--- config.mk ---
export PLATFORM = sky130hd
export DESIGN_NAME = fpa_front
export DESIGN_NICKNAME = d
export VERILOG_FILES = /design/src/hw/rtl/fpa_pkg.sv /design/src/hw/rtl/fpa_front.sv
export SDC_FILE = /design/constraint.sdc
export NUM_CORES = 2
export LEC_CHECK = 0
export BUFFER_PORTS_ARGS = -buffer_cell sky130_fd_sc_hd__buf_2
export CAP_MARGIN = 20
export CORE_MARGIN = 2
export CORE_UTILIZATION = 35
export DETAILED_ROUTE_END_ITERATION = 16
export GPL_TIMING_DRIVEN = 0
export PLACE_DENSITY_LB_ADDON = 0.15
export REMOVE_ABC_BUFFERS = 1
export SYNTH_ARGS = -nofsm -noshare
export SYNTH_HDL_FRONTEND = slang
export SYNTH_SLANG_ARGS = --single-unit
--- constraint.sdc ---
create_clock -name clk -period 8.9 [get_ports clk]
set_input_delay 0.89 -clock clk [delete_from_list [all_inputs] [get_ports clk]]
set_output_delay 0.89 -clock clk [all_outputs]
set_load 0.02 [all_outputs]
--- src/hw/rtl/fpa_pkg.sv ---
// Shared types and constants for the fixed-point ALU.
package fpa_pkg;

	localparam int DATA_W    = 32;
	localparam int FRAC_BITS = 8;
	// Dividend width: operand magnitude shifted up by the fraction bits.
	localparam int DIV_W     = DATA_W + FRAC_BITS;

	typedef enum logic [3:0] {
		MODE_ADD      = 4'd0,
		MODE_SUB      = 4'd1,
		MODE_MUL      = 4'd2,
		MODE_DIV      = 4'd3,
		MODE_EQ       = 4'd4,
		MODE_NE       = 4'd5,
		MODE_LE       = 4'd6,
		MODE_GE       = 4'd7,
		MODE_LT       = 4'd8,
		MODE_GT       = 4'd9,
		MODE_MIN      = 4'd10,
		MODE_MAX      = 4'd11,
		MODE_INC      = 4'd12,
		MODE_DEC      = 4'd13,
		MODE_FROM_INT = 4'd14,
		MODE_TO_INT   = 4'd15
	} mode_t;

	// Result side band that rides along the divider stages.
	typedef struct packed {
		logic [DATA_W-1:0] value;
		logic              compare_true;
		logic              divide_by_zero;
		logic              use_quot;
		logic              quot_neg;
	} side_t;

	// Finished result item.
	typedef struct packed {
		logic [DATA_W-1:0] value;
		logic              compare_true;
		logic              divide_by_zero;
	} res_t;

endpackage

--- src/hw/rtl/fpa_front.sv ---
// Front end: input register, simple ops, multiplier and divider operand prep.
module fpa_front import fpa_pkg::*; (
	input  logic                     clk,
	input  logic                     arst_n,
	input  logic                     adv,
	input  logic                     in_valid,
	input  logic [3:0]               mode,
	input  logic signed [DATA_W-1:0] operand_a,
	input  logic signed [DATA_W-1:0] operand_b,
	output logic                     v_o,
	output side_t                    side_o,
	output logic [DATA_W-1:0]        num_o,
	output logic [DATA_W-1:0]        den_o
);

	logic                       v_s1, v_s2, v_s3;
	mode_t                      mode_s1;
	logic signed [DATA_W-1:0]   a_s1, b_s1;
	side_t                      side_s2, side_s3;
	logic                       is_mul_s2;
	logic signed [2*DATA_W-1:0] prod_s2;
	logic [DATA_W-1:0]          mag_a_s2, mag_b_s2, mag_a_s3, mag_b_s3;

	side_t                      side_c;
	side_t                      side_m;
	logic                       lt_c, eq_c;

	// Stage 1: capture the transfer.
	always_ff @(posedge clk or negedge arst_n) begin
		if (!arst_n) begin
			v_s1 <= 1'b0;
			v_s2 <= 1'b0;
			v_s3 <= 1'b0;
		end else if (adv) begin
			v_s1 <= in_valid;
			v_s2 <= v_s1;
			v_s3 <= v_s2;
		end
	end

	always_ff @(posedge clk) begin
		if (adv) begin
			mode_s1 <= mode_t'(mode);
			a_s1    <= operand_a;
			b_s1    <= operand_b;
		end
	end

	// Stage 2: simple ops, comparisons, divider setup.
	always_comb begin
		lt_c   = a_s1 < b_s1;
		eq_c   = a_s1 == b_s1;
		side_c = '0;
		case (mode_s1)
			MODE_ADD:      side_c.value = a_s1 + b_s1;
			MODE_SUB:      side_c.value = a_s1 - b_s1;
			MODE_MUL:      side_c.value = '0;
			MODE_DIV: begin
				side_c.divide_by_zero = (b_s1 == '0);
				side_c.use_quot       = (b_s1 != '0);
				side_c.quot_neg       = a_s1[DATA_W-1] ^ b_s1[DATA_W-1];
			end
			MODE_EQ:       side_c.compare_true = eq_c;
			MODE_NE:       side_c.compare_true = !eq_c;
			MODE_LE:       side_c.compare_true = lt_c || eq_c;
			MODE_GE:       side_c.compare_true = !lt_c;
			MODE_LT:       side_c.compare_true = lt_c;
			MODE_GT:       side_c.compare_true = !lt_c && !eq_c;
			MODE_MIN:      side_c.value = (!lt_c && !eq_c) ? b_s1 : a_s1;
			MODE_MAX:      side_c.value = (!lt_c && !eq_c) ? a_s1 : b_s1;
			MODE_INC:      side_c.value = a_s1 + DATA_W'(1);
			MODE_DEC:      side_c.value = a_s1 - DATA_W'(1);
			MODE_FROM_INT: side_c.value = a_s1 << FRAC_BITS;
			MODE_TO_INT:   side_c.value = a_s1 >>> FRAC_BITS;
			default:       side_c = '0;
		endcase
	end

	always_ff @(posedge clk) begin
		if (adv) begin
			side_s2   <= side_c;
			is_mul_s2 <= (mode_s1 == MODE_MUL);
			prod_s2   <= a_s1 * b_s1;
			mag_a_s2  <= a_s1[DATA_W-1] ? DATA_W'(-a_s1) : DATA_W'(a_s1);
			mag_b_s2  <= b_s1[DATA_W-1] ? DATA_W'(-b_s1) : DATA_W'(b_s1);
		end
	end

	// Stage 3: fold in the scaled product.
	always_comb begin
		side_m = side_s2;
		if (is_mul_s2)
			side_m.value = prod_s2[FRAC_BITS +: DATA_W];
	end

	always_ff @(posedge clk) begin
		if (adv) begin
			side_s3  <= side_m;
			mag_a_s3 <= mag_a_s2;
			mag_b_s3 <= mag_b_s2;
		end
	end

	assign v_o    = v_s3;
	assign side_o = side_s3;
	assign num_o  = mag_a_s3;
	assign den_o  = mag_b_s3;

	a_dz_clean: assert property (@(posedge clk) disable iff (!arst_n)
		v_s3 && side_s3.divide_by_zero |->
			side_s3.value == '0 && !side_s3.compare_true && !side_s3.use_quot)
		else $error("divide by zero item carries a stray result");

endmodule

==> flow_summary.toml <==
[synth]
yosysTopAreaCell = "fa_1"
yosys.area_share.simple_pct = 14.0
yosys_warnings = 0
yosys-mux-area-fraction_pct = 1.22
synth-edff-count = 301
syn_area_um2 = 39100
postSynth.asyncResetShare_pct = 0.987
synth_top_family_by_area = "adder cells"
synth_compound_area_share_pct = 6.84
synthFlopType = "edfxtp_1"
synth.area.top_cells = "fa_1 33%, edfxtp_1 23%, ha_1 7.6%, inv_1 6.9%, and2_1 6.2%"
synth_cells = 3877
ys_ff_latch = 304
postSynthAreaPerCell_um2 = 10.1
yosysSeqAreaShare_pct = 23.3
yosys.area.top_type_share_pct = 33.0
synthAdderAreaFrac_pct = 40.6
synthXorXnorAreaFrac_pct = 4.95
ys_types = 66

[placement]
place.gp.congestion = 0.914
dp_hpwl_um = 97700
place_area_um2 = 43300
port_buffers = 172
placed_cells = 5406

[sta]
fmax_ghz = 0.118
slew_violations = 0
tightest_slew_ns = 1.18
fin_crit_ns = 8.49
rsz0062_at_grt = "false"
fin_setup_tns_ns = 0
slew_headroom_pct = 21.6
setup_viol = 0
skew_ns = 0.0421
hold_violations = 0
finalCritPeriodShare_pct = 95.3

[critical_path]
crit_family = "adder cells"
critical_path_buf_inv_count = 8
cpPeakStageDelay_ns = 0.49
path_max_fanout = 20
worstPathRequired_ns = 9.25
critPathCaptureType = "flop"
cp_data_arrival_time_ns = 8.83
start_kind = "flop"
cp_common_cell = "fa_1"
worstSetupPathType = "reg2reg"
cpMaxStageDelayCell = "clkinvlp_4"

[hold_path]
worst_hold_path_type = "in2async"

[floorplan]
rows = 122
initial_core_util_pct = 35.3
io_pins = 173
die_w_um = 338
die_h_um = 338
core-area_um2 = 111000
die_area_um2 = 114000

[cts]
cts_sinks = 304
path_clk_slew_ns = 0.06
cts_tree = "done"
ctsHoldBuffers = 0
clk_latency_ns = 0.64
cts_buffer_depth = 3
cts_buffers = 39
clockRootBuffer = "clkbuf_16"
h-tree-depth = 2

[routing]
routed_wl_um = 121000
antenna_left = 0
via_per_inst = 5.00
drt_iter0_markers = 1598
drc = 0
dr.pass1.iters = 5
dr_total_vias = 27400
wire_per_inst_um = 22.0

[global_routing]
grt_max_degree = 96
antenna_found_initial = 2
grt_pass1_wl_um = 188000
grt_use_total_pct = 21.7
grt_pass1_vias = 30100
overflow = 0

[finish]
nets = 4925
drive_above_1_share_pct = 10.0
final_area_um2 = 44900
areaGrowthSynthToFinish_pct = 14.7
multi_input_area_um2 = 26500
nFillCells = 10900
layout.cells.non_filler = 5489
ff_latch_area_um2 = 9110
n_antenna_cell = 0

[run]
cap_violations = 0

[status]
status = "finished, final reports clean"
[worst reg2reg max path: cells and delay by family, from the launching register on]
kind                       cells  cell delay (ns)
adders and majority gates      9             3.76
AOI/OAI and AO/OA              7             2.23
buffers and inverters          8             1.27
and+or+nand+nor                2             0.48
DFF                            1             0.39
xor gates and xnor gates       1             0.12
[logic make-up after synthesis]
logic type | count (synthesis)
xor+xnor | 221
compound gates | 410
buf+inv | 942
simple gates | 1074
mux | 43
flops | 304
fa+ha+maj | 883
[cell usage after synthesis, types with 7 or more instances]
cell and instances:
inv_1 718, fa_1 644, and2_1 385, nand2_1 373, edfxtp_1 301, ha_1 239, clkbuf_1 197, xnor2_1 181
nor2_1 137, a21oi_1 132, o21ai_0 83, xor2_1 40, mux2_2 36, a21o_1 32, nand2b_1 29, nor3_1 29
nand3_1 24, buf_1 22, a222oi_1 17, o221ai_1 17, o31ai_1 16, a221oi_1 13, or3_1 13, a211oi_1 12
and3_1 12, nand4_1 12, nor2b_1 12, o21bai_1 12, o211ai_1 11, or4_1 10, a31oi_1 9, a21boi_0 7
mux2i_1 7, nor4_1 7, or2_2 7
[final cells by class]
type	instances	area share (%)
clock buffers	44	2.22
clock inverters	28	0.789
inverters	720	6.03
multi-input cells	2631	59.0
flip-flops and latches	304	20.3
well taps	1488	4.15
repair buffers	274	7.45
[cell usage in the layout, fill, tap and decap left out, types with 7 or more instances in the layout]
cell type  count
clkinv_1       7
inv_1        717
o221ai_1      17
o31ai_1       16
edfxtp_1     301
xnor2_1      181
ha_1         239
nor2_1       136
and2_1       385
fa_1         644
a222oi_1      17
nand3_1       23
a31oi_1        9
a21boi_0       7
or2_2          7
and3_1        12
nor2b_1       12
nand2b_1      29
or4_1         10
o21bai_1      12
nor3_1        28
a21oi_1      131
buf_2        171
a221oi_1      13
o21ai_0       83
buf_16        77
buf_12         7
a211oi_1      10
clkbuf_16     39
nand4_1       12
nand2_1      373
mux2_2        36
mux2i_1        7
buf_8          9
a21o_1        32
or3_1         13
o211ai_1      11
xor2_1        39
nor4_1         7
[path summary, 6_finish.rpt]
kind	start	to	slack (ns)	cells past startpoint
setup / recovery	a_s1[1]	prod_s2[39]	0.41	27
hold / removal	arst_n	v_o	0.06	1
setup reg to reg	a_s1[1]	prod_s2[39]	0.41	27
hold reg to reg	mag_a_s2[10]	num_o[10]	0.42	0
max in group asynchronous	arst_n	v_s1	8.74	1
min in group clk	mag_a_s2[10]	num_o[10]	0.42	0
[repair_timing]
| action | CTS | global route |
|---|---|---|
| endpoints found under the setup margin | 7 | 8 |
| setup buffers | 2 | 9 |
| pin swaps | 1 | 0 |
| gates resized for setup | 3 | 0 |
[through the flow]
stage	setup slack [ns]	utilization (%)	hold slack, ns
finish	0.415	40.5	0.0590
global route	0.00366	40.5	0.0238
CTS	0.0779	40.4	0.00822
detailed placement	-0.882	39.2	0.405
global placement	-1.54	37.0	0.400
floorplan	1.43	-	0.400
[routing by layer]
metal	GRT usage [%]	vias up	share of wire [%]
met1	28.9	14200	44
li1	-	12400	-
met2	37.1	719	49
met5	0	-	0.012
met4	5.67	2	2.5
met3	2.93	181	5.0
[flip-flops by register name (all words and copies together) (netlist names), 4 cells and up]
register / cells
prod_s2: 32
a_s1: 32
side_m: 4
mode_s1: 4
b_s1: 32
side_o: 36
mag_a_s2: 32
mag_b_s2: 32
side_s2: 32
num_o: 32
den_o: 32
Power is left out: the tool's default activity adds up to more than one toggle a clock period on the data nets, which glitch-free logic cannot reach.
