File: src/hw/rtl/fpa_pkg.sv
// Shared types and constants for the fixed-point ALU.
package fpa_pkg;

	localparam int DATA_W    = 32;
	localparam int FRAC_BITS = 8;
	// Dividend width: operand magnitude shifted up by the fraction bits.
	localparam int DIV_W     = DATA_W + FRAC_BITS;

	typedef enum logic [3:0] {
		MODE_ADD      = 4'd0,
		MODE_SUB      = 4'd1,
		MODE_MUL      = 4'd2,
		MODE_DIV      = 4'd3,
		MODE_EQ       = 4'd4,
		MODE_NE       = 4'd5,
		MODE_LE       = 4'd6,
		MODE_GE       = 4'd7,
		MODE_LT       = 4'd8,
		MODE_GT       = 4'd9,
		MODE_MIN      = 4'd10,
		MODE_MAX      = 4'd11,
		MODE_INC      = 4'd12,
		MODE_DEC      = 4'd13,
		MODE_FROM_INT = 4'd14,
		MODE_TO_INT   = 4'd15
	} mode_t;

	// Result side band that rides along the divider stages.
	typedef struct packed {
		logic [DATA_W-1:0] value;
		logic              compare_true;
		logic              divide_by_zero;
		logic              use_quot;
		logic              quot_neg;
	} side_t;

	// Finished result item.
	typedef struct packed {
		logic [DATA_W-1:0] value;
		logic              compare_true;
		logic              divide_by_zero;
	} res_t;

endpackage

File: src/hw/rtl/fpa_out.sv
// Result finish (quotient sign), output register and skid stage.
module fpa_out import fpa_pkg::*; (
	input  logic              clk,
	input  logic              arst_n,
	input  logic              v_i,
	input  side_t             side_i,
	input  logic [DATA_W-1:0] quot_i,
	output logic              adv,
	output logic              out_valid,
	input  logic              out_stall,
	output res_t              res_o
);

	logic out_v_q, sk_v_q;
	res_t out_q, sk_q, res_c;
	logic out_take, load_out, load_sk;

	always_comb begin
		res_c.compare_true   = side_i.compare_true;
		res_c.divide_by_zero = side_i.divide_by_zero;
		if (side_i.use_quot)
			res_c.value = side_i.quot_neg ? DATA_W'(-quot_i) : quot_i;
		else
			res_c.value = side_i.value;
	end

	// Pipeline moves only while the skid slot is free.
	assign adv      = !sk_v_q;
	assign out_take = out_v_q && !out_stall;
	assign load_out = (sk_v_q && out_take) || (!sk_v_q && v_i && (!out_v_q || !out_stall));
	assign load_sk  = !sk_v_q && v_i && out_v_q && out_stall;

	always_ff @(posedge clk or negedge arst_n) begin
		if (!arst_n) begin
			out_v_q <= 1'b0;
			sk_v_q  <= 1'b0;
		end else begin
			if (load_out)
				out_v_q <= 1'b1;
			else if (out_take)
				out_v_q <= 1'b0;
			if (load_sk)
				sk_v_q <= 1'b1;
			else if (out_take)
				sk_v_q <= 1'b0;
		end
	end

	always_ff @(posedge clk) begin
		if (load_out)
			out_q <= sk_v_q ? sk_q : res_c;
		if (load_sk)
			sk_q <= res_c;
	end

	assign out_valid = out_v_q;
	assign res_o     = out_q;

	a_skid_behind_out: assert property (@(posedge clk) disable iff (!arst_n)
		sk_v_q |-> out_v_q)
		else $error("skid holds a result while output register is empty");

	a_skid_fill: assert property (@(posedge clk) disable iff (!arst_n)
		$rose(sk_v_q) |-> $past(out_v_q && out_stall && v_i))
		else $error("skid filled without a stalled output");

	a_skid_hold: assert property (@(posedge clk) disable iff (!arst_n)
		sk_v_q && out_stall |=> sk_v_q && $stable(sk_q))
		else $error("skid lost its result under stall");

endmodule

File: config.mk
export PLATFORM = sky130hd
export DESIGN_NAME = fpa_out
export DESIGN_NICKNAME = d
export VERILOG_FILES = /design/src/hw/rtl/fpa_pkg.sv /design/src/hw/rtl/fpa_out.sv
export SDC_FILE = /design/constraint.sdc
export NUM_CORES = 1
export LEC_CHECK = 0
export BUFFER_PORTS_ARGS = -buffer_cell sky130_fd_sc_hd__buf_2
export CORE_ASPECT_RATIO = 1.25
export CORE_MARGIN = 1
export CORE_UTILIZATION = 29
export CTS_BUF_LIST = sky130_fd_sc_hd__clkbuf_8
export DETAILED_ROUTE_END_ITERATION = 10
export GPL_TIMING_DRIVEN = 0
export PLACE_DENSITY = 0.58
export SETUP_SLACK_MARGIN = 0.2
export SLEW_MARGIN = 30
export SYNTH_ARGS = -nofsm -noshare
export SYNTH_HDL_FRONTEND = slang
export SYNTH_SLANG_ARGS = --single-unit
File: constraint.sdc
create_clock -name clk -period 8.7 [get_ports clk]
set_clock_uncertainty 0.1 [all_clocks]
set_input_delay 0 -clock clk [delete_from_list [all_inputs] [get_ports clk]]
set_output_delay 0 -clock clk [all_outputs]
set_load 0.05 [all_outputs]
==> results by stage, run 1 <==
Outcome:
- The run finished with clean final reports.

Logic synthesis:
- The post-synthesis instance total is 290.
- The post-synth net total is 363.
- The share of the yosys chip area belonging to registers is 0.570.
- By count the netlist is led by edfxtp_1 (68), mux2_2 (34), nor2_1 (33), a21oi_1 (31), xor2_1 (27).
- The fraction of registers with async set/reset is 0.0286.
- Of the total synthesized cell area, the portion taken by full adders, half adders and majority gates is 0.00341.
- The area share of and/or/nand/nor cells after synthesis is 0.0935.
- Synthesis instantiated 38 different standard cells from the library.
- Yosys printed 0 warnings.
- Summing every instance area after synthesis gives 3670 um^2.
- The fraction of synthesized cell area taken by the top area cell type is 0.557.
- The number of synthesized flops with an enable pin is 68.
- The compound-cell area share of the yosys netlist is 0.123.
- After synthesis, the cell types taking the most area are edfxtp_1 (56%), mux2_2 (10%), xor2_1 (6.4%).
- By instance count, the leading cell after synthesis is edfxtp_1.
- The synthesized design spends more area on one cell type than any other, namely edfxtp_1.
- The dominant synthesized flop cell is edfxtp_1.
- The register bit total from synthesis is 70.
- By area, the combinational part of the netlist is dominated by compound AO/OA/AOI/OAI gates.
- The fraction of synthesized cell area in xor and xnor cells is 0.0669.
- The synthesized area per cell is 12.6 um^2.
- The multiplexer share of the synthesized area is 0.114.

Timing:
- The number of pins exceeding their max-slew limit in the final report is 0.
- The final critical-path required period is 2.89 ns.
- The total count of hold-check failures in the final report is 0.
- The achievable frequency is 346 MHz.
- The post-route fraction of the period consumed by the critical path is 0.333.
- At the pin with the least slew margin, the transition time is 0.695 ns.
- The worst pin sits at a relative slew slack of 0.537.
- After routing, the total negative slack on setup checks comes to 0 ns.
- On the final layout, the worst hold slack is 0.0302 ns.
- The number of failing setup endpoints in the final timing report is 0.
- Setup repair after global routing left no endpoint under its margin.

Setup path:
- The library cell contributing the largest single delay on the critical path is buf_1.
- The classification of the worst setup path is reg -> reg.
- The critical path endpoint category is a register.
- The most frequent cell on the critical path is buf_8.
- The maximum net fanout on the critical path is 13.
- Walking the worst path, the cells encountered are clkinv_1 -> buf_1 -> nand2_1 -> a21boi_4 -> buf_8 -> buf_8.
- The arrival time of data at the critical path endpoint is 2.84 ns.
- For this run, the slowest stage of the critical path takes 0.56 ns.
- STA classifies the critical path startpoint as a register.
- The critical path data required time is 8.65 ns.

Detailed routing:
- In the final routed layout, each cell accounts on average for 15.6 um.
- After detailed routing, the total wire length is 9650 um.
- After the first detailed-routing iteration, the DRC count stood at 98.
- The first detailed-routing pass took 6 iterations.
- The per-cell via count in the routed design is 4.68.
- The total number of vias is 2892.
- The count of nets left with antenna violations once routing finished came out at 0.
- The total DRC errors in the routed layout is 0.

Place:
- In this run the tool buffered the top-level ports with 106 buffer cells.
- In this run, placement finished with an instance count of 563.
- The last weighted congestion value of the routability-driven placer is 0.801.
- After legalization and detailed placement, the total HPWL measured 6980 um.

Power and ir drop:
- The share of total power dissipated in the clock network is 0.160.
- Of the total power, the share spent switching nets is 0.416.
- The power share of the sequential group is 0.395.
- The worst-case IR drop observed on VDD is 0.103 mV.
- The internal power component is 769 uW.
- The share of total power dissipated in combinational logic is 0.445.
- Dividing total power by cell area gives a power density of 262 nW/um^2.
- The net switching power is 548 uW.
- The design draws 1320 uW.
- The static leakage is 0.00194 uW.

Clock tree:
- The CTS root buffer is clkbuf_8.
- The number of gates resized after cts is 0.
- The clock-pin slew reported for the worst setup and hold paths after clock tree synthesis is 0.07 ns.
- TritonCTS built the clock tree.
- The clock tree buffer depth is 2.
- For the worst-skew pair, the clock arrives at the later sink with an insertion delay of 0.34 ns.
- CTS saw 70 sinks.
- The CTS H-tree depth is 3.
- In this run, CTS created clock tree buffers numbering 9.

Global routing:
- The maximum number of pins on one net before global-route repair is 20.
- For this run the aggregate overflow at the end of global routing stands at 0.
- The global-route wire length before repair is 15100 um.
- The initial antenna violation count is 1.
- Across every metal layer, demand over resource in global routing totals 0.156.
- The number of global-route vias before repair is 3002.

Layout:
- The synthesis-to-finish area growth is 37.3%.
- The fraction of final layout cells sized beyond drive strength 1 is 0.377.
- Summing all flip-flop and latch instances after layout gives 2090 um^2.
- The final layout contains 524 nets.
- The finished layout holds 618 standard cells, fillers aside.
- After filler insertion, the fill cell instance count of the layout stands at 1206.
- The final cell utilization of the core is 0.412.
- The number of antenna diodes in the final layout is 0.
- The total area of multi-input combinational cells is 1490 um^2.

Floorplanning:
- The starting density of the core is 0.300.
- In this run the standard cell core region covers 12200 um^2.
- The number of placement rows is 45.
- The die footprint is 13100 um^2.
- 108 I/O pins were placed.
- In this run the vertical extent of the chip is 128 um.
- The die outline width is 103 um.

Hold path:
- The tightest min-delay check is of the in -> reg type.

Flow run:
- The number of maximum-capacitance constraint violations is 0.
-- cell type report --
class | instances | area share
plain buffers | 18 | 0.0172
well taps | 164 | 0.0408
multi-input cells | 197 | 0.296
repair buffers | 150 | 0.198
flip-flops and latches | 70 | 0.416
clock buffers | 9 | 0.0246
clock inverters | 5 | 0.00398
inverters | 5 | 0.00373
-- power by group through the flow --
stage	registers, uW	clock network, uW	logic (uW)
floorplan	762	0	179
global placement	540	0	541
detailed placement	528	0	575
CTS	522	222	594
global route	529	238	621
finish	521	211	586
-- per-layer routing --
metal | part of all wire | track usage | up-vias
li1 | - | - | 1405
met4 | 0.012 | 0.0571 | 2
met5 | 0.0013 | 0 | -
met1 | 0.41 | 0.181 | 1389
met3 | 0.050 | 0.0360 | 11
met2 | 0.52 | 0.276 | 85
-- sequential cells by signal, summed over array words and instances (netlist names) --
signal / flops
res_o: 34
sk_q: 34
out_valid: 1
sk_v_q: 1
-- kinds of logic after synthesis --
| kind of cell | Yosys count |
|---|---|
| muxes | 37 |
| DFF | 70 |
| adders and majority gates | 1 |
| and+or+nand+nor | 71 |
| xor gates and xnor gates | 28 |
| AOI/OAI and AO/OA | 60 |
| buffers and inverters | 23 |
-- critical path, delay by kind of cell (launching register included) --
kind	cells	cell delay (ns)
AO/OA/AOI/OAI	1	0.54
AND/OR/NAND/NOR	1	0.32
flip-flops	1	0.46
buffers and inverters	4	1.19
-- cells in the final DEF (no fill, tap or decap), types with 2 or more instances in the layout --
cell type / count
a21oi_1: 31
buf_1: 4
buf_2: 109
buf_6: 2
buf_8: 2
clkbuf_1: 9
clkbuf_8: 9
clkinv_1: 4
dfrtp_1: 2
dlygate4sd3_1: 41
edfxtp_1: 68
inv_1: 5
mux2_2: 34
mux2i_1: 2
nand2_1: 12
nand2b_1: 4
nand3b_1: 2
nor2_1: 32
nor3_1: 3
nor4_1: 3
o21ai_0: 3
o31ai_1: 13
o41ai_1: 2
o41ai_2: 5
o41ai_4: 2
or2_2: 2
or3_1: 6
xor2_1: 27
-- per-stage QoR --
stage,setup WS (ns),instance area [um^2]
floorplan,4.13,3670
global placement,2.37,4400
detailed placement,5.79,4480
CTS,5.78,5030
global route,5.67,5030
finish,5.81,5030
-- timing repair --
item,CTS,global route
buffers inserted,0,0
endpoints found under the hold margin,40,0
hold buffers,41,0
-- worst paths after layout --
kind | end | slack, ns | start | depth (start not counted)
worst max-delay path | res_o[25] | 5.81 | sk_v_q | 6
worst min-delay path | sk_q[19] | 0.03 | quot_i[17] | 3
worst max register to register | res_o[25] | 5.81 | sk_v_q | 6
worst min register to register | res_o[15] | 0.45 | sk_q[15] | 1
max in group asynchronous | out_valid | 7.93 | arst_n | 3
min in group asynchronous | sk_v_q | 0.44 | arst_n | 3
No activity file was read; power rests on OpenSTA's default activity.
==> run 2, diff against run 1 <==
ABC_AREA = 1   (was unset)
PLACE_DENSITY = 0.57   (was 0.58)
clock period = 2.95 ns   (was 8.7 ns; I/O delays follow)
==> run 2 against run 1 <==
Against the previous run:
- non-clock buffer count up 1
- first-iteration DRC count increased by 110%
- area after synthesis rose by 13%
- die area is 13% higher
- setup slack got worse by 5.2 ns
- via count grew 32%
- combinational power grew to 3.1 times the previous value
- utilization decreased by 0.56 points
- critical path depth unchanged
- largest cell class unchanged
- largest power group unchanged
- highest routed layer is now met4
==> results by stage, run 2 <==
Outcome:
- The run finished with clean final reports.

Layout:
- The most common cell after layout, fill and taps aside is nand2_1.
- The final cell utilization of the core is 0.406 (-0.00560).
- The synthesis-to-finish area growth is 35.6%.
- The final instance area is 5640 um^2 (+12%).
- The total of fill cells in the finished design is 1400 (+16%).
- The final layout net count is 722 (+38%).
- The flip-flop and latch area is 2090 um^2 (unchanged).
- Leaving out fill and tap cells, the most frequent cells in the layout are nand2_1 (167), buf_2 (112), edfxtp_1 (68), nand3_1 (59), dlygate4sd3_1 (44).
- The total area of multi-input combinational cells is 1840 um^2 (+23%).
- The fraction of final layout cells sized beyond drive strength 1 is 0.284 (-0.0922).

Logic synthesis:
- The synthesized area per cell was 8.53 um^2 (-33%).
- The number of synthesized flops with an enable pin is 68 (unchanged).
- The share of the yosys chip area belonging to registers was 0.503 (-0.0671).
- Counting instances in the post-synthesis netlist gives the leading cell types as nand2_1 (167), edfxtp_1 (68), nand3_1 (59), nor2_1 (36), inv_1 (28).
- The count of unique library cells instantiated by Yosys came to 39 (+2.6%).
- The post-synthesis instance total is 487 (+68%).
- The total of warnings raised by yosys is 0 (unchanged).
- The register bit total from synthesis is 70 (unchanged).
- The leading cell type by number of instances after synthesis is nand2_1.
- In the post-synthesis netlist, the biggest area contributors are edfxtp_1 (49%), nand2_1 (15%), nand3_1 (7.1%).
- The fraction of synthesized cell area taken by the top area cell type is 0.491 (-0.0655).
- edfxtp_1 takes more of the synthesized area than any other cell.
- The fraction of registers with async set/reset is 0.0286 (unchanged).
- The post-synthesis cell area is 4160 um^2 (+13%).
- The dominant synthesized flop cell is edfxtp_1.
- The post-synth net total came to 560 (+54%).

Timing:
- The worst hold margin is 0.0206 ns (-0.00969 ns).
- The slew at the pin closest to its max-slew limit is 0.699 ns (+0.00437 ns).
- The achievable frequency was 421 MHz (+22%).
- The total count of hold-check failures in the final report came to 0 (unchanged).
- The final setup slack of the worst path is 0.576 ns (-5.23 ns).
- The number of failing setup endpoints in the final timing report is 0 (unchanged).
- Setup repair after global routing left no endpoint under its margin.
- The worst-case headroom to the max-slew limit is 0.534 (-0.00291).
- The post-route fraction of the period consumed by the critical path is 0.805 (+0.472).
- The number of pins exceeding their max-slew limit in the final report came to 0 (unchanged).
- The final critical-path required period came to 2.37 ns (-0.520 ns).

Detailed routing:
- The number of iterations in the first detailed-routing pass came to 4 (-2).
- The violation count after the first detailed-routing iteration is 202 (+110%).
- The sum of routed wire length over all layers is 12400 um (+28%).
- The average detailed-routed wire length per instance is 14.9 um (-4.5%).
- The total DRC errors in the routed layout is 0 (unchanged).
- The per-cell via count in the routed design is 4.61 (-1.4%).
- The total number of vias is 3828 (+32%).
- The final antenna-violating net count was 0 (unchanged).

Setup path:
- The maximum single-stage delay on the critical path is 0.51 ns (-0.05 ns).
- The maximum net fanout on the critical path was 18 (+5).
- The critical path is of the reg -> reg type.
- The worst setup path is captured at a register.
- The critical path data required time is 2.91 ns (-5.74 ns).
- The family with the most delay on the worst path is buffers and inverters.
- The number of cells on the critical path was 6 (unchanged).
- The worst setup path is launched from a register.
- The arrival time of data at the critical path endpoint is 2.33 ns (-0.51 ns).
- The worst reg-to-reg path cell count was 6 (unchanged).
- Walking the worst path, the cells encountered are clkbuf_1 -> inv_1 -> buf_6 -> o21a_1 -> a21oi_4 -> buf_8.
- The buffers plus inverters on the worst setup path is 4 (unchanged).
- The slowest stage of the critical path is the a21oi_4 cell.

Global routing:
- The global-route wire length before repair came to 19200 um (+27%).
- The maximum number of pins on one net before global-route repair came to 20 (unchanged).
- The number of global-route vias before repair was 3772 (+26%).
- The initial antenna violation count is 1 (unchanged).
- The overall overflow remaining after global route is 0 (unchanged).
- The total track usage is 0.174 (+0.0179).

Place:
- The last weighted congestion value of the routability-driven placer came to 0.862 (+7.6%).
- The number of buffer cells added on primary ports was 105 (-0.94%).
- The worst-case setup slack after placement was 0.550 ns (-5.24 ns).
- The detailed placement HPWL is 9310 um (+33%).
- The total placed instance area is 4960 um^2 (+11%).

Power and ir drop:
- The ratio of total power to cell area came to 765 nW/um^2 (+190%).
- The combinational power share is 0.428 (-0.017).
- The internal power component is 2460 uW (+220%).
- The clock share of power is 0.215 (+0.055).
- The peak supply drop is 0.397 mV (+290%).
- The static leakage is 0.00247 uW (+28%).
- The power share of the sequential group was 0.358 (-0.037).
- The overall power consumption is 4310 uW (+230%).
- The net switching power is 1850 uW (+240%).
- The switching power share of the total is 0.430 (+0.0134).

Hold path:
- In this run the worst hold path is classified as in -> reg.
- The cell depth of the worst min-delay path is 4 (+1).

Clock tree:
- The clock-pin slew reported for the worst setup and hold paths after clock tree synthesis came to 0.08 ns (about the same).
- The clock tree buffer depth is 2 (unchanged).
- The clock latency reported for the late side of the worst-skew pair was 0.35 ns (about the same).
- The number of post-CTS setup repair buffers is 0 (unchanged).
- The CTS H-tree depth is 3 (unchanged).
- The number of CTS-inserted buffers came to 9 (unchanged).
- The CTS root buffer is clkbuf_8.
- The number of clock sinks is 70 (unchanged).
- TritonCTS built the clock tree.

Floorplanning:
- The die outline width is 109 um (+6.3%).
- The number of ports placed on the die boundary is 108 (unchanged).
- The number of placement rows is 48 (+6.7%).
- The starting density of the core was 0.300 (-0.000550).
- The standard cell core area is 13900 um^2 (+14%).
- The die height came to 136 um (+6.4%).
- The die footprint is 14800 um^2 (+13%).

Flow run:
- The number of maximum-capacitance constraint violations is 0 (unchanged).
[run 2: cell count changes in the layout (fill, tap and decap cells not counted), sizes merged, moves of 19 or more]
cell / before / now
nand2: 12 / 177
nand3: 0 / 62
mux2: 35 / 0
a21oi: 31 / 3
inv: 5 / 32
xor2: 27 / 5
o21ai: 3 / 22
[run 2: metal layers]
| metal | GRT usage | share of wire | vias to the layer above |
|---|---|---|---|
| li1 | - | - | 1939 |
| met1 | 0.211 | 0.42 | 1776 |
| met2 | 0.297 | 0.51 | 90 |
| met3 | 0.0302 | 0.043 | 23 |
| met4 | 0.0811 | 0.035 | 0 |
| met5 | 0 | 0 | - |
[run 2: worst register-to-register path: stages, from the launching register on]
cell	delay [ns]
dfrtp_1	0.33
clkbuf_1	0.31
inv_1	0.16
buf_6	0.18
o21a_1	0.22
a21oi_4	0.51
buf_8	0.27
[run 2: layout make-up]
cell class	count	share of cell area
Antenna cell	1	0.000444
Buffer	18	0.0213
Clock buffer	11	0.0269
Clock inverter	5	0.0144
Inverter	32	0.0226
Multi-Input combinational cell	367	0.326
Sequential cell	70	0.371
Tap cell	175	0.0388
Timing Repair Buffer	151	0.179
[run 2: repair_timing]
item | 4_1_cts | 5_1_grt
setup endpoints to repair | 0 | 0
hold buffers | 44 | 0
endpoints found under the hold margin | 70 | 0
resized for setup | 0 | 0
[run 2: stage by stage]
step	cells	TNS [ns]
floorplan	487	0
global placement	767	-5.64
detailed placement	769	0
CTS	829	0
global route	830	0
finish	830	0
[run 2: power by group through the flow]
stage / logic, uW / clock network (uW) / registers, uW
final: 1840 / 925 / 1540
after global routing: 1980 / 975 / 1560
after CTS: 1860 / 940 / 1550
after detailed placement: 1810 / 0 / 1570
after global placement: 1730 / 0 / 1570
after floorplan: 578 / 0 / 2280
[run 2: worst paths after layout]
| check | startpoint | to | slack (ns) |
|---|---|---|---|
| worst max register to register | sk_v_q | res_o[24] | 0.58 |
| worst max-delay path | sk_v_q | res_o[24] | 0.58 |
| min in group asynchronous | arst_n | out_valid | 0.39 |
| max in group asynchronous | arst_n | sk_v_q | 2.23 |
| worst min-delay path | quot_i[11] | sk_q[13] | 0.02 |
| worst min register to register | sk_q[22] | res_o[22] | 0.42 |
[run 2: logic make-up after synthesis]
group	share of synthesized area
XOR/XNOR	0.0208
buffers and inverters	0.0596
adder cells (fa/ha/maj)	0.00301
AO/OA/AOI/OAI	0.0563
AND/OR/NAND/NOR	0.357
flip-flops	0.503
